===== config.mk =====
export PLATFORM = sky130hd
export DESIGN_NAME = xoshiro_random_range_unit
export DESIGN_NICKNAME = d
export VERILOG_FILES = /design/src/sv/xrru_pkg.sv /design/src/sv/xrru_datapath.sv /design/src/sv/xrru_ctrl.sv /design/src/sv/xoshiro_random_range_unit.sv
export VERILOG_INCLUDE_DIRS = /design/src /design/src/sv
export SDC_FILE = /design/constraint.sdc
export NUM_CORES = 2
export LEC_CHECK = 0
export BUFFER_PORTS_ARGS = -buffer_cell sky130_fd_sc_hd__buf_2
export CAP_MARGIN = 20
export CORE_MARGIN = 3
export CORE_UTILIZATION = 55
export CTS_CLUSTER_DIAMETER = 120
export DETAILED_ROUTE_END_ITERATION = 16
export HOLD_SLACK_MARGIN = 0.08
export PLACE_DENSITY = 0.82
export SLEW_MARGIN = 20
export SYNTH_ARGS = -nofsm -noshare
export SYNTH_HDL_FRONTEND = slang
export SYNTH_SLANG_ARGS = --single-unit

===== constraint.sdc =====
create_clock -name clock -period 25.3 [get_ports clock]
set_input_delay 1.265 -clock clock [delete_from_list [all_inputs] [get_ports clock]]
set_output_delay 1.265 -clock clock [all_outputs]
set_load 0.01 [all_outputs]

===== src/sv/assert_macros.svh =====
// assertion macros used by xrru_ctrl
// no dependencies
`ifndef ASSERT_MACROS_SVH
`define ASSERT_MACROS_SVH

// property that must hold at every clock edge outside reset
`define XRRU_ASSERT(lbl, clk, rst, prop, msg) \
   lbl: assert property (@(posedge clk) disable iff (rst) prop) else $error(msg);

// condition that must never be seen outside reset
`define XRRU_NEVER(lbl, clk, rst, cond, msg) \
   `XRRU_ASSERT(lbl, clk, rst, !(cond), msg)

`endif


===== src/sv/xrru_pkg.sv =====
// shared types, constants and helpers for the xoshiro random range unit
// no dependencies
`timescale 1ns / 1ps

package xrru_pkg;

   localparam int WordWidth = 64;
   localparam int DivSteps  = 64;
   localparam int CntWidth  = $clog2(DivSteps);

   localparam logic [WordWidth-1:0] SMax   = 64'h7FFF_FFFF_FFFF_FFFF;
   localparam logic [WordWidth-1:0] SignBit = 64'h8000_0000_0000_0000;

   // generator words after reset, and words 1..3 before seeding steps
   localparam logic [WordWidth-1:0] InitWord0 = 64'd1;
   localparam logic [WordWidth-1:0] InitWord1 = 64'd2;
   localparam logic [WordWidth-1:0] InitWord2 = 64'd3;
   localparam logic [WordWidth-1:0] InitWord3 = 64'd4;

   localparam int RotOut   = 7;
   localparam int ShiftT   = 17;
   localparam int RotState = 45;

   // function codes
   localparam logic [1:0] FuncSeed  = 2'd0;
   localparam logic [1:0] FuncRaw   = 2'd1;
   localparam logic [1:0] FuncMod   = 2'd2;
   localparam logic [1:0] FuncRange = 2'd3;

   typedef struct packed {
      logic       load_req;
      logic       step;
      logic       fin;
      logic [1:0] wr_word;
      logic       div_load;
      logic       div_step;
      logic       rsp_load;
   } xrru_cmd_type;

   typedef struct packed {
      logic [1:0] func;
      logic       err;
   } xrru_status_type;

   function automatic logic [WordWidth-1:0] rotl64(input logic [WordWidth-1:0] x,
                                                   input int k);
      rotl64 = (x << k) | (x >> (WordWidth - k));
   endfunction

endpackage


===== src/sv/xrru_datapath.sv =====
// datapath: generator words, output scrambler, divisor check, serial remainder
// depends on xrru_pkg
`timescale 1ns / 1ps

module xrru_datapath (
   input  logic                     clock,
   input  logic                     reset,
   input  xrru_pkg::xrru_cmd_type   cmd,
   output xrru_pkg::xrru_status_type stat,
   input  logic [1:0]               req_func,
   input  logic signed [63:0]       req_seed,
   input  logic signed [63:0]       req_upper,
   input  logic signed [63:0]       req_lower,
   output logic signed [63:0]       rsp_value,
   output logic                     rsp_error
);
   import xrru_pkg::*;

   logic [WordWidth-1:0] w_ff [4];
   logic [WordWidth-1:0] w_in [4];
   logic [1:0]           func_ff;
   logic [WordWidth-1:0] upper_ff, lower_ff;
   logic [WordWidth-1:0] p_ff, out_ff;
   logic [WordWidth:0]   dsub_ff;
   logic [WordWidth-1:0] d_ff;
   logic                 err_ff;
   logic [WordWidth-1:0] q_ff, rem_ff;
   logic                 neg_ff;
   logic [WordWidth-1:0] value_ff;
   logic                 error_ff;

   logic [WordWidth-1:0] t_w, w2x, w3x, rot_p, scr_out, mag, trial, value_in;
   logic [WordWidth:0]   dsub_in;

   always_comb begin
      t_w     = w_ff[1] << ShiftT;
      w2x     = w_ff[2] ^ w_ff[0];
      w3x     = w_ff[3] ^ w_ff[1];
      rot_p   = rotl64(p_ff, RotOut);
      scr_out = (rot_p << 3) + rot_p;
      trial   = {rem_ff[WordWidth-2:0], q_ff[WordWidth-1]};
      if (func_ff == FuncRange) begin
         dsub_in = {upper_ff[WordWidth-1], upper_ff} - {lower_ff[WordWidth-1], lower_ff};
      end else begin
         dsub_in = {upper_ff[WordWidth-1], upper_ff};
      end
      // magnitude of the draw; range mode folds the minimum onto the maximum
      if (func_ff == FuncRange && out_ff == SignBit) begin
         mag = SMax;
      end else if (out_ff[WordWidth-1]) begin
         mag = '0 - out_ff;
      end else begin
         mag = out_ff;
      end
      case (func_ff)
         FuncSeed:  value_in = '0;
         FuncRaw:   value_in = out_ff;
         FuncMod:   value_in = neg_ff ? ('0 - rem_ff) : rem_ff;
         FuncRange: value_in = rem_ff + lower_ff;
         default:   value_in = '0;
      endcase
      if (err_ff && func_ff[1]) begin
         value_in = '0;
      end
   end

   always_comb begin
      w_in = w_ff;
      if (cmd.load_req && req_func == FuncSeed) begin
         w_in[0] = req_seed;
         w_in[1] = InitWord1;
         w_in[2] = InitWord2;
         w_in[3] = InitWord3;
      end else if (cmd.step) begin
         w_in[0] = w_ff[0] ^ w3x;
         w_in[1] = w_ff[1] ^ w2x;
         w_in[2] = w2x ^ t_w;
         w_in[3] = rotl64(w3x, RotState);
      end else if (cmd.fin && cmd.wr_word != 2'd0) begin
         w_in[cmd.wr_word] = scr_out;
      end
   end

   always_ff @(posedge clock) begin
      if (reset) begin
         w_ff[0] <= InitWord0;
         w_ff[1] <= InitWord1;
         w_ff[2] <= InitWord2;
         w_ff[3] <= InitWord3;
      end else begin
         w_ff <= w_in;
      end
   end

   always_ff @(posedge clock) begin
      if (cmd.load_req) begin
         func_ff  <= req_func;
         upper_ff <= req_upper;
         lower_ff <= req_lower;
      end
      if (cmd.step) begin
         p_ff    <= (w_ff[1] << 2) + w_ff[1];
         dsub_ff <= dsub_in;
      end
      if (cmd.fin) begin
         out_ff <= scr_out;
         d_ff   <= dsub_ff[WordWidth-1:0] + 64'd1;
         err_ff <= dsub_ff[WordWidth] | (dsub_ff[WordWidth-1:0] >= SMax);
      end
      if (cmd.div_load) begin
         q_ff   <= mag;
         rem_ff <= '0;
         neg_ff <= out_ff[WordWidth-1];
      end else if (cmd.div_step) begin
         q_ff   <= q_ff << 1;
         rem_ff <= (trial >= d_ff) ? (trial - d_ff) : trial;
      end
      if (cmd.rsp_load) begin
         value_ff <= value_in;
         error_ff <= err_ff & func_ff[1];
      end
   end

   assign stat.func = func_ff;
   assign stat.err  = err_ff;
   assign rsp_value = value_ff;
   assign rsp_error = error_ff;

endmodule


===== src/sv/xrru_ctrl.sv =====
// controller: sequences seeding, draw, divisor check, remainder and result transfer
// depends on xrru_pkg and assert_macros.svh
`timescale 1ns / 1ps

module xrru_ctrl (
   input  logic                      clock,
   input  logic                      reset,
   input  logic                      req_valid,
   output logic                      req_ready,
   output logic                      rsp_valid,
   input  logic                      rsp_ready,
   input  xrru_pkg::xrru_status_type stat,
   output xrru_pkg::xrru_cmd_type    cmd
);
   import xrru_pkg::*;
   `include "assert_macros.svh"

   localparam logic [2:0] StIdle = 3'd0;
   localparam logic [2:0] StStep = 3'd1;
   localparam logic [2:0] StFin  = 3'd2;
   localparam logic [2:0] StLoad = 3'd3;
   localparam logic [2:0] StDiv  = 3'd4;
   localparam logic [2:0] StOut  = 3'd5;

   localparam logic [CntWidth-1:0] CntLast  = CntWidth'(DivSteps - 1);
   localparam logic [CntWidth-1:0] SeedLast = CntWidth'(2);

   logic [2:0]          state_ff, state_in;
   logic [CntWidth-1:0] cnt_ff, cnt_in;
   logic                rsp_valid_ff, rsp_valid_in;
   logic                out_free;

   assign out_free  = !rsp_valid_ff || rsp_ready;
   assign req_ready = (state_ff == StIdle);
   assign rsp_valid = rsp_valid_ff;

   always_comb begin
      state_in = state_ff;
      cnt_in   = cnt_ff;
      cmd      = '0;
      case (state_ff)
         StIdle: begin
            if (req_valid) begin
               cmd.load_req = 1'b1;
               cnt_in       = '0;
               state_in     = StStep;
            end
         end
         StStep: begin
            cmd.step = 1'b1;
            state_in = StFin;
         end
         StFin: begin
            cmd.fin = 1'b1;
            if (stat.func == FuncSeed) begin
               cmd.wr_word = cnt_ff[1:0] + 2'd1;
               if (cnt_ff == SeedLast) begin
                  state_in = StOut;
               end else begin
                  cnt_in   = cnt_ff + 1'b1;
                  state_in = StStep;
               end
            end else if (stat.func == FuncRaw) begin
               state_in = StOut;
            end else begin
               state_in = StLoad;
            end
         end
         StLoad: begin
            cnt_in = '0;
            if (stat.err) begin
               state_in = StOut;
            end else begin
               cmd.div_load = 1'b1;
               state_in     = StDiv;
            end
         end
         StDiv: begin
            cmd.div_step = 1'b1;
            cnt_in       = cnt_ff + 1'b1;
            if (cnt_ff == CntLast) begin
               state_in = StOut;
            end
         end
         StOut: begin
            if (out_free) begin
               cmd.rsp_load = 1'b1;
               state_in     = StIdle;
            end
         end
         default: begin
            state_in = StIdle;
         end
      endcase
   end

   always_comb begin
      rsp_valid_in = rsp_valid_ff;
      if (cmd.rsp_load) begin
         rsp_valid_in = 1'b1;
      end else if (rsp_ready) begin
         rsp_valid_in = 1'b0;
      end
   end

   always_ff @(posedge clock) begin
      if (reset) begin
         state_ff     <= StIdle;
         cnt_ff       <= '0;
         rsp_valid_ff <= 1'b0;
      end else begin
         state_ff     <= state_in;
         cnt_ff       <= cnt_in;
         rsp_valid_ff <= rsp_valid_in;
      end
   end

   `XRRU_NEVER(a_no_overwrite, clock, reset, cmd.rsp_load && rsp_valid_ff && !rsp_ready, "result overwritten before transfer")
   `XRRU_ASSERT(a_accept_starts, clock, reset, req_valid && req_ready |=> state_ff == StStep, "accepted request did not start a step")
   `XRRU_ASSERT(a_div_ends, clock, reset, state_ff == StDiv && cnt_ff == CntLast |=> state_ff == StOut, "remainder did not finish after last step")
   `XRRU_NEVER(a_seed_wr, clock, reset, cmd.fin && stat.func == FuncSeed && cmd.wr_word == 2'd0, "seeding step with no target word")

endmodule


===== src/sv/xoshiro_random_range_unit.sv =====
// top level of the xoshiro256** random range unit
// depends on xrru_pkg, xrru_ctrl and xrru_datapath
`timescale 1ns / 1ps

// channel  | direction | handshake            | payload
// req      | in        | req_valid/req_ready  | req_func, req_seed, req_upper, req_lower
// rsp      | out       | rsp_valid/rsp_ready  | rsp_value, rsp_error
//
// one request at a time; req_ready is high only while the controller is idle
// seed: load, then three step/scramble pairs; raw draw: load, then one step/scramble pair
// range modes: load, one step/scramble pair, divisor check, then the one-bit-per-cycle
// restoring remainder (64 iterations); a divisor error skips the remainder
// synchronous reset returns the generator words to 1, 2, 3, 4
// a result waiting in the output register holds the next result in the output state until it is taken

module xoshiro_random_range_unit (
   input  logic               clock,
   input  logic               reset,
   input  logic               req_valid,
   output logic               req_ready,
   input  logic [1:0]         req_func,
   input  logic signed [63:0] req_seed,
   input  logic signed [63:0] req_upper,
   input  logic signed [63:0] req_lower,
   output logic               rsp_valid,
   input  logic               rsp_ready,
   output logic signed [63:0] rsp_value,
   output logic               rsp_error
);
   import xrru_pkg::*;

   // command and status between sequencer and datapath
   xrru_cmd_type    cmd;
   xrru_status_type stat;

   // sequencer: request accept, step count, remainder iterations, result transfer
   xrru_ctrl u_ctrl (
      .clock     (clock),
      .reset     (reset),
      .req_valid (req_valid),
      .req_ready (req_ready),
      .rsp_valid (rsp_valid),
      .rsp_ready (rsp_ready),
      .stat      (stat),
      .cmd       (cmd)
   );

   // generator words, scrambler, divisor check and serial remainder
   xrru_datapath u_datapath (
      .clock     (clock),
      .reset     (reset),
      .cmd       (cmd),
      .stat      (stat),
      .req_func  (req_func),
      .req_seed  (req_seed),
      .req_upper (req_upper),
      .req_lower (req_lower),
      .rsp_value (rsp_value),
      .rsp_error (rsp_error)
   );

endmodule

==> Yosys cells after proc, flatten, opt, wreduce, memory -nomap -nowiden <==
Index checks and enable logic that the tools add are counted.
{ "classes": {"order_cmp": 4, "add_sub_neg": 10, "bitwise_logic": 10, "n_mux": 38, "eq_ne": 16, "n_reduce_logical": 19} }
{ "op_table": {"columns": ["op", "n"], "rows": [
  ["two-way mux 256 bit", 3],
  ["two-way mux 64 bit", 7],
  ["bitwise XOR 64 bit", 5],
  ["bitwise mux 256 bit", 1],
  ["case mux 64 bit (4 select lines)", 1],
  ["adder 64 bit", 3],
  ["demux 64 bit (select 2 bit)", 1],
  ["subtractor 1 x 64 -> 64 bit (first input constant)", 2],
  ["two-way mux 65 bit", 1],
  ["subtractor 64 x 64 -> 65 bit", 1],
  ["adder 64 x 1 -> 64 bit (second input constant)", 1],
  ["== test 64 bit (second input constant)", 1],
  ["greater-or-equal comparator 64 x 63 -> 1 bit (second input constant)", 1],
  ["greater-or-equal comparator 64 bit", 1],
  ["bitwise OR 64 x 45 -> 64 bit", 1],
  ["bitwise OR 64 x 7 -> 64 bit", 1],
  ["subtractor 64 bit", 1],
  ["case mux 6 bit (4 select lines)", 1],
  ["two-way mux 3 bit", 7],
  ["two-way mux 6 bit", 3],
  ["case mux 3 bit (6 select lines)", 1],
  ["two-way mux 1 bit", 11],
  ["nonzero test 2 bit", 4],
  ["adder 6 x 1 -> 6 bit (second input constant)", 1],
  ["26 further kinds", 37]
]} }
{ "totals": {"ff_bits": 848, "output_inout_bits": 67, "input_bits": 198} }

==> Depth between registers and ports, before layout <==
{ "logic_depth": {"depth_word": 12, "mapped_depth": 16, "mapped_depth_nobuf": 14} }

==> Hierarchy <==
From an unflattened synthesis, not the netlist that was laid out.
{ "unflattened": {"cells_unflattened": 6350, "area_unflattened_um2": 56188.9} }
{ "modules_own_cells": {"columns": ["module", "area_each_um2", "n_inst", "cells_each"], "rows": [
  ["xrru_datapath", 55485.7, 1, 6265],
  ["xrru_ctrl", 703.2, 1, 85]
]} }

==> Least setup slack after synthesis <==
Ideal clock, no wire load.
{ "synth_timing": {"path_type": "register -> register", "start": "register u_ctrl.state_ff[0]", "end": "register u_datapath.w_ff[6] (netlist name)", "stages_incl_launch_ff": 10, "arrival_time_ps": 8032, "setup_slack_ps": 17141, "n_path_buf": 1, "required_time_ps": 25172, "period_less_slack_ps": 8159, "path_cell_list": "dfxtp_1 inv_1 nand2_1 nor2_1 nand2_1 nor4_1 nor2_1 clkbuf_1 a221oi_1 nor2_1"} }
{ "synth_via": {"elab_chain_len": 10} }
{ "synth_rtl": {"columns": ["item", "line", "text"], "rows": [
  ["start, declared", "xrru_ctrl.sv:28", "logic [2:0] state_ff, state_in;"],
  ["start signal, assigned", "xrru_ctrl.sv:108", "state_ff <= StIdle;"],
  ["start signal, assigned", "xrru_ctrl.sv:112", "state_ff <= state_in;"],
  ["== test 3 x 2 -> 1 bit", "xrru_ctrl.sv:41", "case (state_ff)"],
  ["two-way mux 3 bit", "xrru_ctrl.sv:41", null],
  ["NOT 2 -> 3 bit (implied by the code)", "xrru_datapath.sv:80", "w_in[cmd.wr_word] = scr_out;"],
  ["greater-or-equal comparator 3 bit (implied by the code) / < comparator 3 x 1 -> 1 bit (equally long branches)", "xrru_datapath.sv:80", null],
  ["logical AND 1 bit (implied by the code)", "xrru_datapath.sv:80", null],
  ["two-way mux 64 bit (implied by the code)", "xrru_datapath.sv:80", null],
  ["demux 64 bit (select 2 bit)", "xrru_datapath.sv:80", null],
  ["bitwise mux 256 bit", "xrru_datapath.sv:80", null],
  ["two-way mux 256 bit", "xrru_datapath.sv:79", "end else if (cmd.fin && cmd.wr_word != 2'd0) begin"],
  ["two-way mux 256 bit", "xrru_datapath.sv:74", "end else if (cmd.step) begin"],
  ["end signal, assigned", "xrru_datapath.sv:91", "w_ff <= w_in;"],
  ["end, declared", "xrru_datapath.sv:19", "logic [WordWidth-1:0] w_ff [4];"]
]} }
Several ways; a longest one is shown, not always the timed one. The select of a mux whose other input is x is not followed.
A chain may end at the register's enable or synchronous reset.

==> Worst setup path after layout <==
{ "layout_timing": {"start": "register u_datapath.upper_ff[0]", "end": "register u_datapath.dsub_ff[60] (data pin)"} }
{ "layout_via": {"elab_chain_len": 2} }
{ "layout_rtl": {"columns": ["item", "line", "text"], "rows": [
  ["start, declared", "xrru_datapath.sv:22", "logic [WordWidth-1:0] upper_ff, lower_ff;"],
  ["start signal, assigned", "xrru_datapath.sv:98", "upper_ff <= req_upper;"],
  ["subtractor 64 x 64 -> 65 bit", "xrru_datapath.sv:43", "dsub_in = {upper_ff[WordWidth-1], upper_ff} - {lower_ff[WordWidth-1], lower_ff};"],
  ["two-way mux 65 bit", "xrru_datapath.sv:42", "if (func_ff == FuncRange) begin"],
  ["net u_datapath.dsub_in[60]", "xrru_datapath.sv:33", "logic [WordWidth:0] dsub_in;"],
  ["end signal, assigned", "xrru_datapath.sv:103", "dsub_ff <= dsub_in;"],
  ["end, declared", "xrru_datapath.sv:24", "logic [WordWidth:0] dsub_ff;"]
]} }
The timed path passes the listed nets, and every way through them passes these cells.

==> impl_summary.md <==
Outcome
The run finished with clean final reports.

Logic synthesis
The yosys synthesis warning count is 0. The share of the Yosys chip area taken by registers is 0.3951. The mapped netlist covers 56080 sq um.

In this run, synthesis produced a sequential element count of 848. Counting every instance in the synthesized netlist gives 6349. The post-synthesis async set-or-reset flop share is 0. Synthesis produced a netlist with a net count of 6869. Counting distinct cell types in the post-synthesis netlist gives 83.

In the synthesized netlist the dominant register cell turns out to be edfxtp_1. Counting flops with a built-in enable in the synthesized netlist gives 518. The mean area per synthesized cell is 8.833 sq um.

Global route
The first global-routing pass estimated 285100 um of wire. The number of antenna violations at the first check in global routing came to 1. The all-layer global routing usage is 0.3448.

Entering global routing, the biggest net connects 92 pins. The sum of overflow across all layers after global routing is 0. The via count of the first global-routing pass is 47.57k.

Final layout
The share of cells above drive strength 1 is 0.08360. The final layout contains 6947 nets. Compared with the post-synthesis result, the final layout area differs by 9.495%.

Clocking
The tree built by TritonCTS fans out to 848 sinks. The source-to-sink clock delay at the later pin of the worst-skew pair is 720 ps. The H-tree was split into 3 levels. The clock passes through at most 3 buffers. The buffer type at the clock tree root is clkbuf_16. The number of buffers inserted during clock tree synthesis is 95. The post-cts hold buffer count is 0. The number of setup buffers added after CTS is 0. The number of instances resized during post-cts repair is 0. The clock transition at the registers of the reported paths is 70 ps. TritonCTS built the clock tree.

Route
Summing over every cut layer, the via total after detailed routing is 50.94k. The number of remaining DRC errors is 0. Dividing the detail-routed via count by the number of cells gives 6.476. The first detailed-routing pass ran for 9 iterations. The met3 wire length is 18910 um. After detailed routing, the average wire length per cell comes to 24.19 um. The detailed route wirelength on metal2 is 83350 um. The uppermost layer routed is met4.

The final layout contains routed wiring with a total length of 190300 um. For this block, wires on met1 add up to 75210 um. The count of nets left with antenna violations once routing finished came out at 0.

For this block, the initial DRC count from the detailed router was 6142.

Timing
The maximum clock skew at final layout is 33.76 ps. The final count of hold timing violations is 0. At the pin with the least slew margin, the transition time is 1180 ps. Setup repair after global routing left no endpoint under its margin. Measured against its own limit, the worst slew margin works out to 0.2135. Setup violations remaining at the end of the flow were counted as 0. Subtracting the final worst setup slack from the clock period gives 5227 ps.

The highest clock rate is 0.1913 GHz. Dividing the final minimum period by the clock period gives 0.2066. Summed over all failing endpoints, the final setup total negative slack is 0 ps. Setup slack closes at 20070 ps. The number of pins with negative max-slew slack in the final report is 0.

Job
The reported max-cap violation count is 0.

Floorplanning
From bottom edge to top edge, the die measures 325.3 um. In this run the standard cell core region covers 100600 sq um. The total I/O pin count is 265.

For this configuration, the core starts out at a cell density of 0.5576. The row count is 116. The die outline width is 325.3 um. The die area is 105800 sq um.

Setup path
The signal on the critical path passes through inv_1 > ha_1 > fa_1 > nand2b_1 > a21oi_1 > a41oi_1 > nor2_1 > a2111oi_0 > a2111oi_0 > buf_4 > a211o_1 > a31oi_1 > o211a_1 > xnor2_1 > mux2_2. The critical setup path kind is flop to flop. The type of destination of the critical path is a flop. In this run the worst path has a maximum fanout of 4.

By instance count, the cell type seen most on the critical path is a2111oi_0. STA classifies the critical path startpoint as a flop. The slowest stage of the critical path is the a2111oi_0 cell. The required time at the worst-slack endpoint is 25760 ps. STA puts the critical path data arrival time at 5690 ps. The worst stage delay on the critical path is 830 ps.

Place
The half-perimeter wire length of the detailed placement result is 141700 um. The number of buffers inserted by port buffering is 264. The worst slack at placement is 20290 ps.

The final weighted congestion in routability-driven placement is 1.015.

Pwr
The cell area power density is 79.71 nW/um^2. Total power for the finished layout comes to 4.895 mW. VDD sags by at most 0.07161 mV.

In this run the static leakage power is 25.32 nW.

Hold path
The worst hold path belongs to the class flop to flop.
==> per-layer routing <==
layer	GRT usage	up-vias
li1	-	23240
met1	0.4575	24260
met2	0.5329	2920
met3	0.05801	513
met4	0.1990	0
met5	0	-
==> stage by stage <==
stage	hold slack, ps	cell area [sq um]	util	std cells
floorplan	424.4	56080	-	6349
CTS	495.5	61410	0.6105	7864
global route	508.8	61410	0.6105	7864
detailed placement	485.2	58300	0.5796	7687
global placement	478.0	58290	0.5795	7687
finish	500.3	61410	0.6105	7865
==> report_power, final <==
part	switching, mW	internal [mW]	total, mW
Combinational	1.09	0.546	1.64
Clock	0.616	0.790	1.41
Sequential	0.166	1.69	1.85
==> sequential cells by signal, summed over array words and instances, names as in the netlist <==
signal                cells
u_ctrl.state_ff           3
u_datapath.rsp_value     64
u_datapath.dsub_ff       65
u_ctrl.rsp_valid          1
u_datapath.func_ff        2
u_datapath.lower_ff      64
u_datapath.out_ff        64
u_datapath.rem_ff        64
u_ctrl.cnt_ff             6
u_datapath.err_ff         1
u_datapath.w_ff         209
u_datapath.t_w           47
u_datapath.rsp_error      1
u_datapath.p_ff          64
u_datapath.neg_ff         1
u_datapath.q_ff          64
u_datapath.upper_ff      64
u_datapath.d_ff          64
==> path summary, 6_finish.rpt <==
| check | slack, ps | to | from | cells past startpoint |
|---|---|---|---|---|
| setup / recovery | 20070 | u_datapath.dsub_ff[60] | u_datapath.upper_ff[0] | 15 |
| hold reg to reg | 500 | u_datapath.w_ff[44] | u_datapath.w_ff[44] | 2 |
| setup reg to reg | 20070 | u_datapath.dsub_ff[60] | u_datapath.upper_ff[0] | 15 |
| hold / removal | 500 | u_datapath.w_ff[44] | u_datapath.w_ff[44] | 2 |
==> synth_stat cells (13+ instances only) <==
cell type | n | area [sq um]
nand2_1 | 687 | 2579
nor2_1 | 532 | 1997
edfxtp_1 | 518 | 15550
a21oi_1 | 509 | 2547
o21ai_0 | 457 | 2287
xor2_1 | 432 | 3784
dfxtp_1 | 330 | 6606
ha_1 | 317 | 3966
xnor2_1 | 315 | 2759
clkbuf_1 | 302 | 1134
inv_1 | 247 | 927.1
a21o_1 | 198 | 1486
a211oi_1 | 154 | 1156
nand3_1 | 152 | 760.7
a31oi_1 | 136 | 850.8
nor3_1 | 107 | 535.5
nand4_1 | 100 | 625.6
o31ai_1 | 63 | 473.0
o21bai_1 | 61 | 457.9
or3_1 | 53 | 331.6
and3_1 | 46 | 287.8
nand2b_1 | 45 | 281.5
nor2b_1 | 41 | 256.5
a21boi_0 | 35 | 262.8
o21a_1 | 34 | 255.2
a221oi_1 | 32 | 280.3
o211ai_1 | 32 | 240.2
a22oi_1 | 26 | 195.2
and2_1 | 26 | 162.7
nand3b_1 | 26 | 195.2
or2_2 | 22 | 137.6
or4_1 | 22 | 165.2
buf_1 | 21 | 78.83
mux2i_1 | 21 | 210.2
nor4_1 | 20 | 125.1
o221a_2 | 18 | 202.7
o22ai_1 | 18 | 112.6
o41ai_1 | 15 | 131.4
a32oi_1 | 14 | 122.6
and4_1 | 13 | 113.9
==> worst max-delay path: cells and delay by family (launching register included) <==
| kind | cells | cell delay (ps) |
|---|---|---|
| xor gates and xnor gates | 1 | 90 |
| adders and majority gates | 2 | 400 |
| muxes | 1 | 280 |
| and+or+nand+nor | 2 | 300 |
| buffers and inverters | 2 | 310 |
| DFF | 1 | 400 |
| AOI/OAI and AO/OA | 7 | 3180 |
==> cells in the final DEF (no fill, tap or decap), types with 35 or more instances in the layout <==
cell type | netlist | layout
a211oi_1 | 154 | 154
a21boi_0 | 35 | 35
a21o_1 | 198 | 198
a21oi_1 | 509 | 509
a31oi_1 | 136 | 136
and3_1 | 46 | 46
buf_2 | 4 | 264
buf_4 | 0 | 47
clkbuf_16 | 0 | 95
dfxtp_1 | 330 | 330
edfxtp_1 | 518 | 518
ha_1 | 317 | 317
inv_1 | 247 | 244
nand2_1 | 687 | 684
nand2b_1 | 45 | 44
nand3_1 | 152 | 152
nand4_1 | 100 | 100
nor2_1 | 532 | 524
nor2b_1 | 41 | 40
nor3_1 | 107 | 106
o21ai_0 | 457 | 457
o21bai_1 | 61 | 61
o31ai_1 | 63 | 63
or3_1 | 53 | 51
xnor2_1 | 315 | 315
xor2_1 | 432 | 432
==> kinds of logic (layout without fill, tap and decap cells) <==
| logic type | Yosys count | after routing | share of synthesized area |
|---|---|---|---|
| buffers and inverters | 578 | 736 | 0.03918 |
| XOR/XNOR | 747 | 747 | 0.1167 |
| multiplexers | 23 | 23 | 0.004150 |
| AND/OR/NAND/NOR | 1914 | 1914 | 0.1563 |
| adder cells (fa/ha/maj) | 322 | 322 | 0.07251 |
| AO/OA/AOI/OAI | 1917 | 1917 | 0.2160 |
| flip-flops | 848 | 848 | 0.3951 |
| other | 0 | 1 | 0 |
==> final cells by class <==
class	instances	area [sq um]
clock buffers	114	2489
inverters	248	943.4
diodes	1	2.502
multi-input cells	4923	31820
well taps	1357	1698
clock inverters	63	621.8
flip-flops and latches	848	22160
repair buffers	311	1674
fillers	8551	39170
Note: power is estimated with default switching activity, not from simulation.
